**src/hw/rtl/rhms_pkg.sv**
```systemverilog
`timescale 1ns / 1ps
// ----------------------------------------------------------------------------
// Range hysteresis mode switch package
// Shared payload types, register indexes and fixed constants of the block.
// ----------------------------------------------------------------------------
package rhms_pkg;

    localparam int DIST_W = 16;
    localparam int RATE_W = 9;
    localparam int AVG_W  = 24;
    localparam int FRAC_W = 8;
    localparam int CNT_W  = 16;
    localparam int ADDR_W = 2;
    localparam int DATA_W = 16;

    // Configuration register indexes.
    localparam logic [ADDR_W-1:0] REG_SHORT_THRESHOLD = 2'd0;
    localparam logic [ADDR_W-1:0] REG_LONG_THRESHOLD  = 2'd1;
    localparam logic [ADDR_W-1:0] REG_SMOOTHING_RATE  = 2'd2;
    localparam logic [ADDR_W-1:0] REG_HOLD_OFF_FRAMES = 2'd3;

    // Register reset values.
    localparam logic [DIST_W-1:0] SHORT_THRESHOLD_RST = 16'd1000;
    localparam logic [DIST_W-1:0] LONG_THRESHOLD_RST  = 16'd3000;
    localparam logic [RATE_W-1:0] SMOOTHING_RATE_RST  = 9'd64;
    localparam logic [CNT_W-1:0]  HOLD_OFF_FRAMES_RST = 16'd300;

    // Full weight of the new sample (1.0 in units of 1/256).
    localparam logic [RATE_W-1:0] RATE_ONE = 9'd256;
    localparam logic [CNT_W-1:0]  COUNT_MAX = 16'hFFFF;

    // A lost count is a multiple of 200 when its low three bits are zero
    // and the remaining 13 bits are a multiple of 25. The latter is tested
    // by multiplying with the inverse of 25 modulo 2^13: multiples of 25
    // map onto 0 .. floor((2^13 - 1) / 25).
    localparam int LOST_SHIFT = 3;
    localparam int LOST_HI_W  = 13;
    localparam logic [LOST_HI_W-1:0] LOST_INV25 = 13'd7209;
    localparam logic [LOST_HI_W-1:0] LOST_LIMIT = 13'd327;

    localparam logic MODE_NEAR = 1'b0;
    localparam logic MODE_FAR  = 1'b1;

    typedef struct packed {
        logic [DIST_W-1:0] distance;
        logic [CNT_W-1:0]  lost_count;
        logic              current_mode;
    } t_in_item;

    typedef struct packed {
        logic              next_mode;
        logic [DIST_W-1:0] smoothed_distance;
    } t_out_item;

    // Threshold status of the updated average.
    typedef struct packed {
        logic above_long;
        logic below_short;
    } t_avg_flags;

endpackage

```
**src/hw/rtl/range_hysteresis_mode_switch.sv**
```systemverilog
`timescale 1ns / 1ps
// ----------------------------------------------------------------------------
// Range hysteresis mode switch
// Chooses near or far ranging mode per frame from a smoothed distance.
// ----------------------------------------------------------------------------
// One input transaction per frame carries the measured distance (0 when no
// target is seen), the count of consecutive lost frames and the mode in use;
// one output transaction returns the mode for the next frame and the integer
// part of the Q16.8 distance average. Each transaction is held in an input
// register and processed in the single cycle it moves into the output
// register, so the block takes one transaction per clock unless the output
// side stalls; the throughput is set by the average update, one 10 x 25 bit
// multiply-add with its threshold compares, and by the mode decision that
// follows it in the same cycle. The average and the frame counter are
// updated at that same edge, so back-to-back frames see each other's state.
// Configuration writes take effect at the next clock edge and should only be
// issued while no transaction is in flight.
module range_hysteresis_mode_switch (
    input  logic                          i_clk,
    input  logic                          i_rst_n,
    input  logic                          i_cfg_we,
    input  logic [rhms_pkg::ADDR_W-1:0]   i_cfg_addr,
    input  logic [rhms_pkg::DATA_W-1:0]   i_cfg_data,
    input  logic                          i_in_valid,
    output logic                          o_in_ready,
    input  rhms_pkg::t_in_item            i_in_data,
    output logic                          o_out_valid,
    input  logic                          i_out_ready,
    output rhms_pkg::t_out_item           o_out_data
);

    // Configuration registers.
    logic [rhms_pkg::DIST_W-1:0] r_short_threshold;
    logic [rhms_pkg::DIST_W-1:0] r_long_threshold;
    logic [rhms_pkg::RATE_W-1:0] r_smoothing_rate;
    logic [rhms_pkg::CNT_W-1:0]  r_hold_off_frames;

    // Pipeline registers.
    logic                 r_in_valid;
    rhms_pkg::t_in_item   r_in;
    logic                 r_out_valid;
    rhms_pkg::t_out_item  r_out;

    // Frame state.
    logic [rhms_pkg::AVG_W-1:0] r_avg;
    logic [rhms_pkg::CNT_W-1:0] r_frames;

    logic                       w_advance;
    logic [rhms_pkg::AVG_W-1:0] n_avg;
    rhms_pkg::t_avg_flags       w_flags;
    logic [2*rhms_pkg::LOST_HI_W-1:0] w_lost_prod;
    logic                       w_lost_toggle;
    logic                       w_proposal;
    logic [rhms_pkg::CNT_W-1:0] w_frames_inc;
    logic                       w_change;
    logic [rhms_pkg::CNT_W-1:0] n_frames;
    rhms_pkg::t_out_item        n_out;

    // The stage moves when it holds a transaction and the output register
    // is empty or being drained this cycle.
    assign w_advance   = r_in_valid && (!r_out_valid || i_out_ready);
    assign o_in_ready  = !r_in_valid || w_advance;
    assign o_out_valid = r_out_valid;
    assign o_out_data  = r_out;

    always_ff @(posedge i_clk) begin
        if (!i_rst_n) begin
            r_short_threshold <= rhms_pkg::SHORT_THRESHOLD_RST;
            r_long_threshold  <= rhms_pkg::LONG_THRESHOLD_RST;
            r_smoothing_rate  <= rhms_pkg::SMOOTHING_RATE_RST;
            r_hold_off_frames <= rhms_pkg::HOLD_OFF_FRAMES_RST;
        end else if (i_cfg_we) begin
            case (i_cfg_addr)
                rhms_pkg::REG_SHORT_THRESHOLD: begin
                    r_short_threshold <= i_cfg_data;
                end
                rhms_pkg::REG_LONG_THRESHOLD: begin
                    r_long_threshold <= i_cfg_data;
                end
                rhms_pkg::REG_SMOOTHING_RATE: begin
                    r_smoothing_rate <= i_cfg_data[rhms_pkg::RATE_W-1:0];
                end
                rhms_pkg::REG_HOLD_OFF_FRAMES: begin
                    r_hold_off_frames <= i_cfg_data;
                end
                default: begin
                end
            endcase
        end
    end

    rhms_avg u_avg (
        .i_avg             (r_avg),
        .i_distance        (r_in.distance),
        .i_rate            (r_smoothing_rate),
        .i_short_threshold (r_short_threshold),
        .i_long_threshold  (r_long_threshold),
        .o_avg             (n_avg),
        .o_flags           (w_flags)
    );

    // Without a target, a toggle is proposed on every nonzero multiple of
    // 200 lost frames.
    assign w_lost_prod = r_in.lost_count[rhms_pkg::CNT_W-1:rhms_pkg::LOST_SHIFT]
                         * rhms_pkg::LOST_INV25;
    assign w_lost_toggle = (r_in.lost_count != '0)
                        && (r_in.lost_count[rhms_pkg::LOST_SHIFT-1:0] == '0)
                        && (w_lost_prod[rhms_pkg::LOST_HI_W-1:0] <= rhms_pkg::LOST_LIMIT);

    always_comb begin
        // Proposal: hysteresis on the average with a target, periodic toggle
        // without one.
        w_proposal = r_in.current_mode;
        if (r_in.distance == '0) begin
            if (w_lost_toggle) begin
                w_proposal = !r_in.current_mode;
            end
        end else if (w_flags.above_long && (r_in.current_mode == rhms_pkg::MODE_NEAR)) begin
            w_proposal = rhms_pkg::MODE_FAR;
        end else if (w_flags.below_short && (r_in.current_mode == rhms_pkg::MODE_FAR)) begin
            w_proposal = rhms_pkg::MODE_NEAR;
        end

        // The counter saturates; a change is let through only once it has
        // passed the hold-off, and then it restarts from zero.
        w_frames_inc = (r_frames == rhms_pkg::COUNT_MAX) ? r_frames
                                                         : r_frames + 1'b1;
        w_change = (w_proposal != r_in.current_mode)
                && (w_frames_inc > r_hold_off_frames);
        n_frames = w_change ? '0 : w_frames_inc;

        n_out.next_mode = w_change ? w_proposal : r_in.current_mode;
        n_out.smoothed_distance =
            n_avg[rhms_pkg::AVG_W-1:rhms_pkg::FRAC_W];
    end

    always_ff @(posedge i_clk) begin
        if (!i_rst_n) begin
            r_in_valid  <= 1'b0;
            r_out_valid <= 1'b0;
            r_avg       <= '0;
            r_frames    <= '0;
        end else begin
            if (o_in_ready) begin
                r_in_valid <= i_in_valid;
            end
            if (w_advance) begin
                r_out_valid <= 1'b1;
                r_avg       <= n_avg;
                r_frames    <= n_frames;
            end else if (i_out_ready) begin
                r_out_valid <= 1'b0;
            end
        end
    end

    always_ff @(posedge i_clk) begin
        if (i_in_valid && o_in_ready) begin
            r_in <= i_in_data;
        end
        if (w_advance) begin
            r_out <= n_out;
        end
    end

    // A frame without a target reports a cleared average.
    a_no_target_clears: assert property (@(posedge i_clk) disable iff (!i_rst_n)
        (w_advance && (r_in.distance == '0))
        |=> (r_avg == '0) && (o_out_data.smoothed_distance == '0))
        else $error("average not cleared on a frame without target");

    // Every mode change restarts the frame counter.
    a_change_restarts: assert property (@(posedge i_clk) disable iff (!i_rst_n)
        (w_advance && (n_out.next_mode != r_in.current_mode)) |=> (r_frames == '0))
        else $error("mode changed without restarting the frame counter");

    // A mode change needs a counter that already reached the hold-off.
    a_change_after_hold: assert property (@(posedge i_clk) disable iff (!i_rst_n)
        (w_advance && (n_out.next_mode != r_in.current_mode))
        |-> (r_frames >= r_hold_off_frames))
        else $error("mode changed inside the hold-off");

    // An empty output register never blocks the input side.
    a_ready_when_empty: assert property (@(posedge i_clk) disable iff (!i_rst_n)
        !r_out_valid |-> o_in_ready)
        else $error("input stalled while output register is empty");

endmodule

```
**src/hw/rtl/rhms_avg.sv**
```systemverilog
`timescale 1ns / 1ps
// ----------------------------------------------------------------------------
// Range hysteresis average update
// Clears, seeds or blends the Q16.8 distance average and compares it to thresholds.
// ----------------------------------------------------------------------------
module rhms_avg (
    input  logic [rhms_pkg::AVG_W-1:0]  i_avg,
    input  logic [rhms_pkg::DIST_W-1:0] i_distance,
    input  logic [rhms_pkg::RATE_W-1:0] i_rate,
    input  logic [rhms_pkg::DIST_W-1:0] i_short_threshold,
    input  logic [rhms_pkg::DIST_W-1:0] i_long_threshold,
    output logic [rhms_pkg::AVG_W-1:0]  o_avg,
    output rhms_pkg::t_avg_flags        o_flags
);

    logic [rhms_pkg::RATE_W-1:0] w_rate;
    logic [rhms_pkg::AVG_W-1:0]  w_sample;
    logic signed [rhms_pkg::AVG_W:0] w_diff;
    logic signed [rhms_pkg::RATE_W+rhms_pkg::AVG_W+1:0] w_prod;
    logic signed [rhms_pkg::RATE_W+rhms_pkg::AVG_W+1:0] w_acc;
    logic [rhms_pkg::AVG_W-1:0]  w_blend;

    // Weights above one are taken as one.
    assign w_rate = (i_rate > rhms_pkg::RATE_ONE) ? rhms_pkg::RATE_ONE : i_rate;
    assign w_sample = {i_distance, {rhms_pkg::FRAC_W{1'b0}}};

    // (256 - r) * avg + r * s equals 256 * avg + r * (s - avg), which needs
    // a single multiplier. The sum is a convex blend and never negative.
    assign w_diff = $signed({1'b0, w_sample}) - $signed({1'b0, i_avg});
    assign w_prod = $signed({1'b0, w_rate}) * w_diff;
    assign w_acc  = $signed({3'b000, i_avg, {rhms_pkg::FRAC_W{1'b0}}}) + w_prod;
    assign w_blend = w_acc[rhms_pkg::AVG_W+rhms_pkg::FRAC_W-1:rhms_pkg::FRAC_W];

    always_comb begin
        if (i_distance == '0) begin
            o_avg = '0;
        end else if (i_avg == '0) begin
            o_avg = w_sample;
        end else begin
            o_avg = w_blend;
        end
        o_flags.above_long  = (o_avg > {i_long_threshold, {rhms_pkg::FRAC_W{1'b0}}});
        o_flags.below_short = (o_avg < {i_short_threshold, {rhms_pkg::FRAC_W{1'b0}}});
    end

endmodule
```
**config.mk**
```make
export PLATFORM = sky130hd
export DESIGN_NAME = range_hysteresis_mode_switch
export DESIGN_NICKNAME = d
export VERILOG_FILES = /design/src/hw/rtl/rhms_pkg.sv /design/src/hw/rtl/range_hysteresis_mode_switch.sv /design/src/hw/rtl/rhms_avg.sv
export SDC_FILE = /design/constraint.sdc
export NUM_CORES = 1
export LEC_CHECK = 0
export BUFFER_PORTS_ARGS = -buffer_cell sky130_fd_sc_hd__buf_4
export CAP_MARGIN = 20
export CORE_MARGIN = 4
export CORE_UTILIZATION = 45
export CTS_BUF_LIST = sky130_fd_sc_hd__clkbuf_16
export DETAILED_ROUTE_END_ITERATION = 7
export HOLD_SLACK_MARGIN = 0.12
export PLACE_DENSITY = 0.63
export SYNTH_ARGS = -nofsm -noshare
export SYNTH_HDL_FRONTEND = slang
export SYNTH_SLANG_ARGS = --single-unit
```
**constraint.sdc**
```tcl
create_clock -name i_clk -period 12 [get_ports i_clk]
set_clock_uncertainty 0.2 [all_clocks]
set_input_delay 1.2 -clock i_clk [delete_from_list [all_inputs] [get_ports i_clk]]
set_output_delay 1.2 -clock i_clk [all_outputs]
set_load 0.02 [all_outputs]
```
==> results.ini <==
[run_status]
status = completed

[setup_path]
critPathArrivalTime_ps = 11200
path_class = reg -> reg
crit_slowest_cell = fa_1
slowest_delay_ps = 550
worst_path_most_repeated_cell = fa_1
path_max_fanout = 16
r2r-end = r_frames[2]
cp.required_ps = 12120
rr_worst_depth = 39
end_kind = flop
rrSetupSlack_ps = 920
critPathLaunchType = flop
r2r_start = r_in[18]

[global_route]
grtUsageMet2_pct = 37.5
grtUsageMet1_pct = 29.5
grt_util_met3_pct = 3.80
grt_max_degree = 44
grt_pass1_wl_mm = 73.0
antenna_found_initial = 0
grt_pass1_vias = 13800
grt_use_total_pct = 22.6
grt-ovfl-total = 0
busiest_layer = met2

[placed_design]
dp_hpwl_mm = 35.7
portBuffers = 74
place_ws_ps = 744
place_congestion = 0.978

[yosys]
syn-num-nets = 2331
synth_cell_type_count = 76
ys_warn_count = 0
synth_edf_count = 50
synth_cells = 1911
syn_avg_cell_area_um2 = 8.73
ys_async_sr_fraction_pct = 0
synth-seq-cells = 149
synth_area_um2 = 16700
yosysSeqAreaShare_pct = 20.9
synthFlopType = dfxtp_1

[route]
drc = 0
avgRoutedWirePerCell_um = 18.0
drt-pass1-iter-count = 5
first_iter_violations = 861
wl_mm = 44.3
via_per_inst = 5.38
vias = 13200
drtAntennaViolNets = 0

[final_layout]
drive_gt1_share_pct = 8.15
nFillCells = 3484
syn2layout_area_growth_pct = 10.2
antenna_cells = 0
nNetsFinal = 2395
utilization_pct = 50.2

[hold_path]
hold_path.class = reg -> reg
worstHoldEndpoint = r_smoothing_rate[3]
hold_start = r_smoothing_rate[3]
holdPathStages = 2

[timing]
worstMarginPinSlew_ps = 1120
maxSlewViolCount = 0
hold_viol_final = 0
max_freq_mhz = 90.2
final.min_clock_period_ps = 11080
timing.final.crit_share_pct = 92.3
tns_ps = 0
fin_ws_ps = 920
maxSlewHeadroom_pct = 24.7
finalSetupViolCount = 0
rsz0062_at_grt = false

[floorplanning]
start_util_pct = 45.6
fp.dieArea_um2 = 40200
rows = 70
core_area_um2 = 36600
die_h_um = 201
die_x_um = 201
io_pins = 75

[clock_tree]
cts_setup_buffers = 0
clockBufferDepth = 2
cts_made_buffers = 17
ctsRootBufferMaster = clkbuf_16
cts_tree = built
h-tree-depth = 4
clock_latency_ps = 440
clkSinkCount = 149
clkTransAtPathRegs_ps = 70

[run]
cap_violations = 0

==> routing by layer <==
metal,part of all wire [%],vias to the layer above
met3,5.4,91
met4,4.1,0
met2,48,368
li1,-,6286
met5,0,-
met1,43,6463
==> synth_stat cells, types with 21 or more instances <==
master	number	area [um^2]
fa_1	203	4060
inv_1	369	1390
dfxtp_1	99	1980
a21o_1	27	203
xnor2_1	67	587
nor2b_1	30	188
edfxtp_1	50	1500
a21oi_1	110	551
nor2_1	103	387
and2_1	42	263
clkbuf_1	49	184
o211ai_1	21	158
nand3_1	23	115
nand2_1	296	1110
ha_1	161	2010
o21ai_0	23	115
==> registers in the layout, summed over array words and instances, names as in the netlist <==
name / flops
r_hold_off_frames: 16
o_out_data: 17
r_avg: 24
o_out_valid: 1
r_long_threshold: 16
r_smoothing_rate: 9
r_in: 33
r_short_threshold: 16
r_in_valid: 1
r_frames: 16
==> through the flow <==
step | instances | area (um^2) | hold slack [ps]
2_1_floorplan | 1911 | 16700 | 232
3_3_place_gp | 2422 | 17800 | 237
3_5_place_dp | 2422 | 17800 | 244
4_1_cts | 2454 | 18400 | 253
5_1_grt | 2456 | 18400 | 274
6_report | 2456 | 18400 | 253
==> worst max-delay path: cells and delay by family (launching register included) <==
kind	cells	cell delay, ps
AOI/OAI and AO/OA	16	3870
xor gates and xnor gates	3	670
adders and majority gates	8	3590
buffers and inverters	3	140
DFF	1	440
and+or+nand+nor	9	1990
==> worst max path at each step <==
| stage | startpoint | end | cells past startpoint |
|---|---|---|---|
| 2_1_floorplan | r_in[18] | r_frames[2] | 40 |
| 3_3_place_gp | r_in[18] | r_frames[11] | 39 |
| 3_5_place_dp | r_in[18] | r_frames[2] | 37 |
| 4_1_cts | r_in[18] | r_frames[2] | 39 |
| 5_1_grt | r_avg[0] | r_frames[15] | 40 |
| 6_report | r_in[18] | r_frames[2] | 39 |
==> kinds of logic after synthesis <==
group	after synthesis	share of synthesized area [%]
multiplexers	7	0.435
adder cells (fa/ha/maj)	364	36.4
AND/OR/NAND/NOR	601	16.9
buffers and inverters	426	9.74
XOR/XNOR	84	4.41
AO/OA/AOI/OAI	280	11.2
flip-flops	149	20.9
==> layout by cell type (no fill, tap or decap), types with 13 or more instances in the layout <==
cell / n
nand3_1: 23
a32o_1: 13
xor2_1: 17
nor2_1: 103
o21ai_0: 23
and2_1: 41
a21oi_1: 110
xnor2_1: 67
clkbuf_16: 18
and3_1: 13
nor2b_1: 30
nand2_1: 296
ha_1: 161
o211ai_1: 21
edfxtp_1: 50
dfxtp_1: 99
a21o_1: 27
fa_1: 203
inv_1: 371
nand4_1: 17
buf_4: 102
==> final cells by class <==
| cell class | instances | area (um^2) | share of cell area [%] |
|---|---|---|---|
| repair buffers | 102 | 766 | 4.16 |
| clock inverters | 14 | 129 | 0.701 |
| inverters | 369 | 1390 | 7.53 |
| flip-flops and latches | 149 | 3480 | 18.9 |
| well taps | 468 | 586 | 3.18 |
| multi-input cells | 1336 | 11600 | 63.0 |
| clock buffers | 18 | 450 | 2.45 |
==> repair_timing <==
action | in CTS | in global routing
hold buffers | 0 | 0
gates resized for setup | 0 | 2
endpoints found under the setup margin | 0 | 16
Power is not shown: default switching activity piles up to over one toggle a cycle in this logic, so the estimate is an artifact.
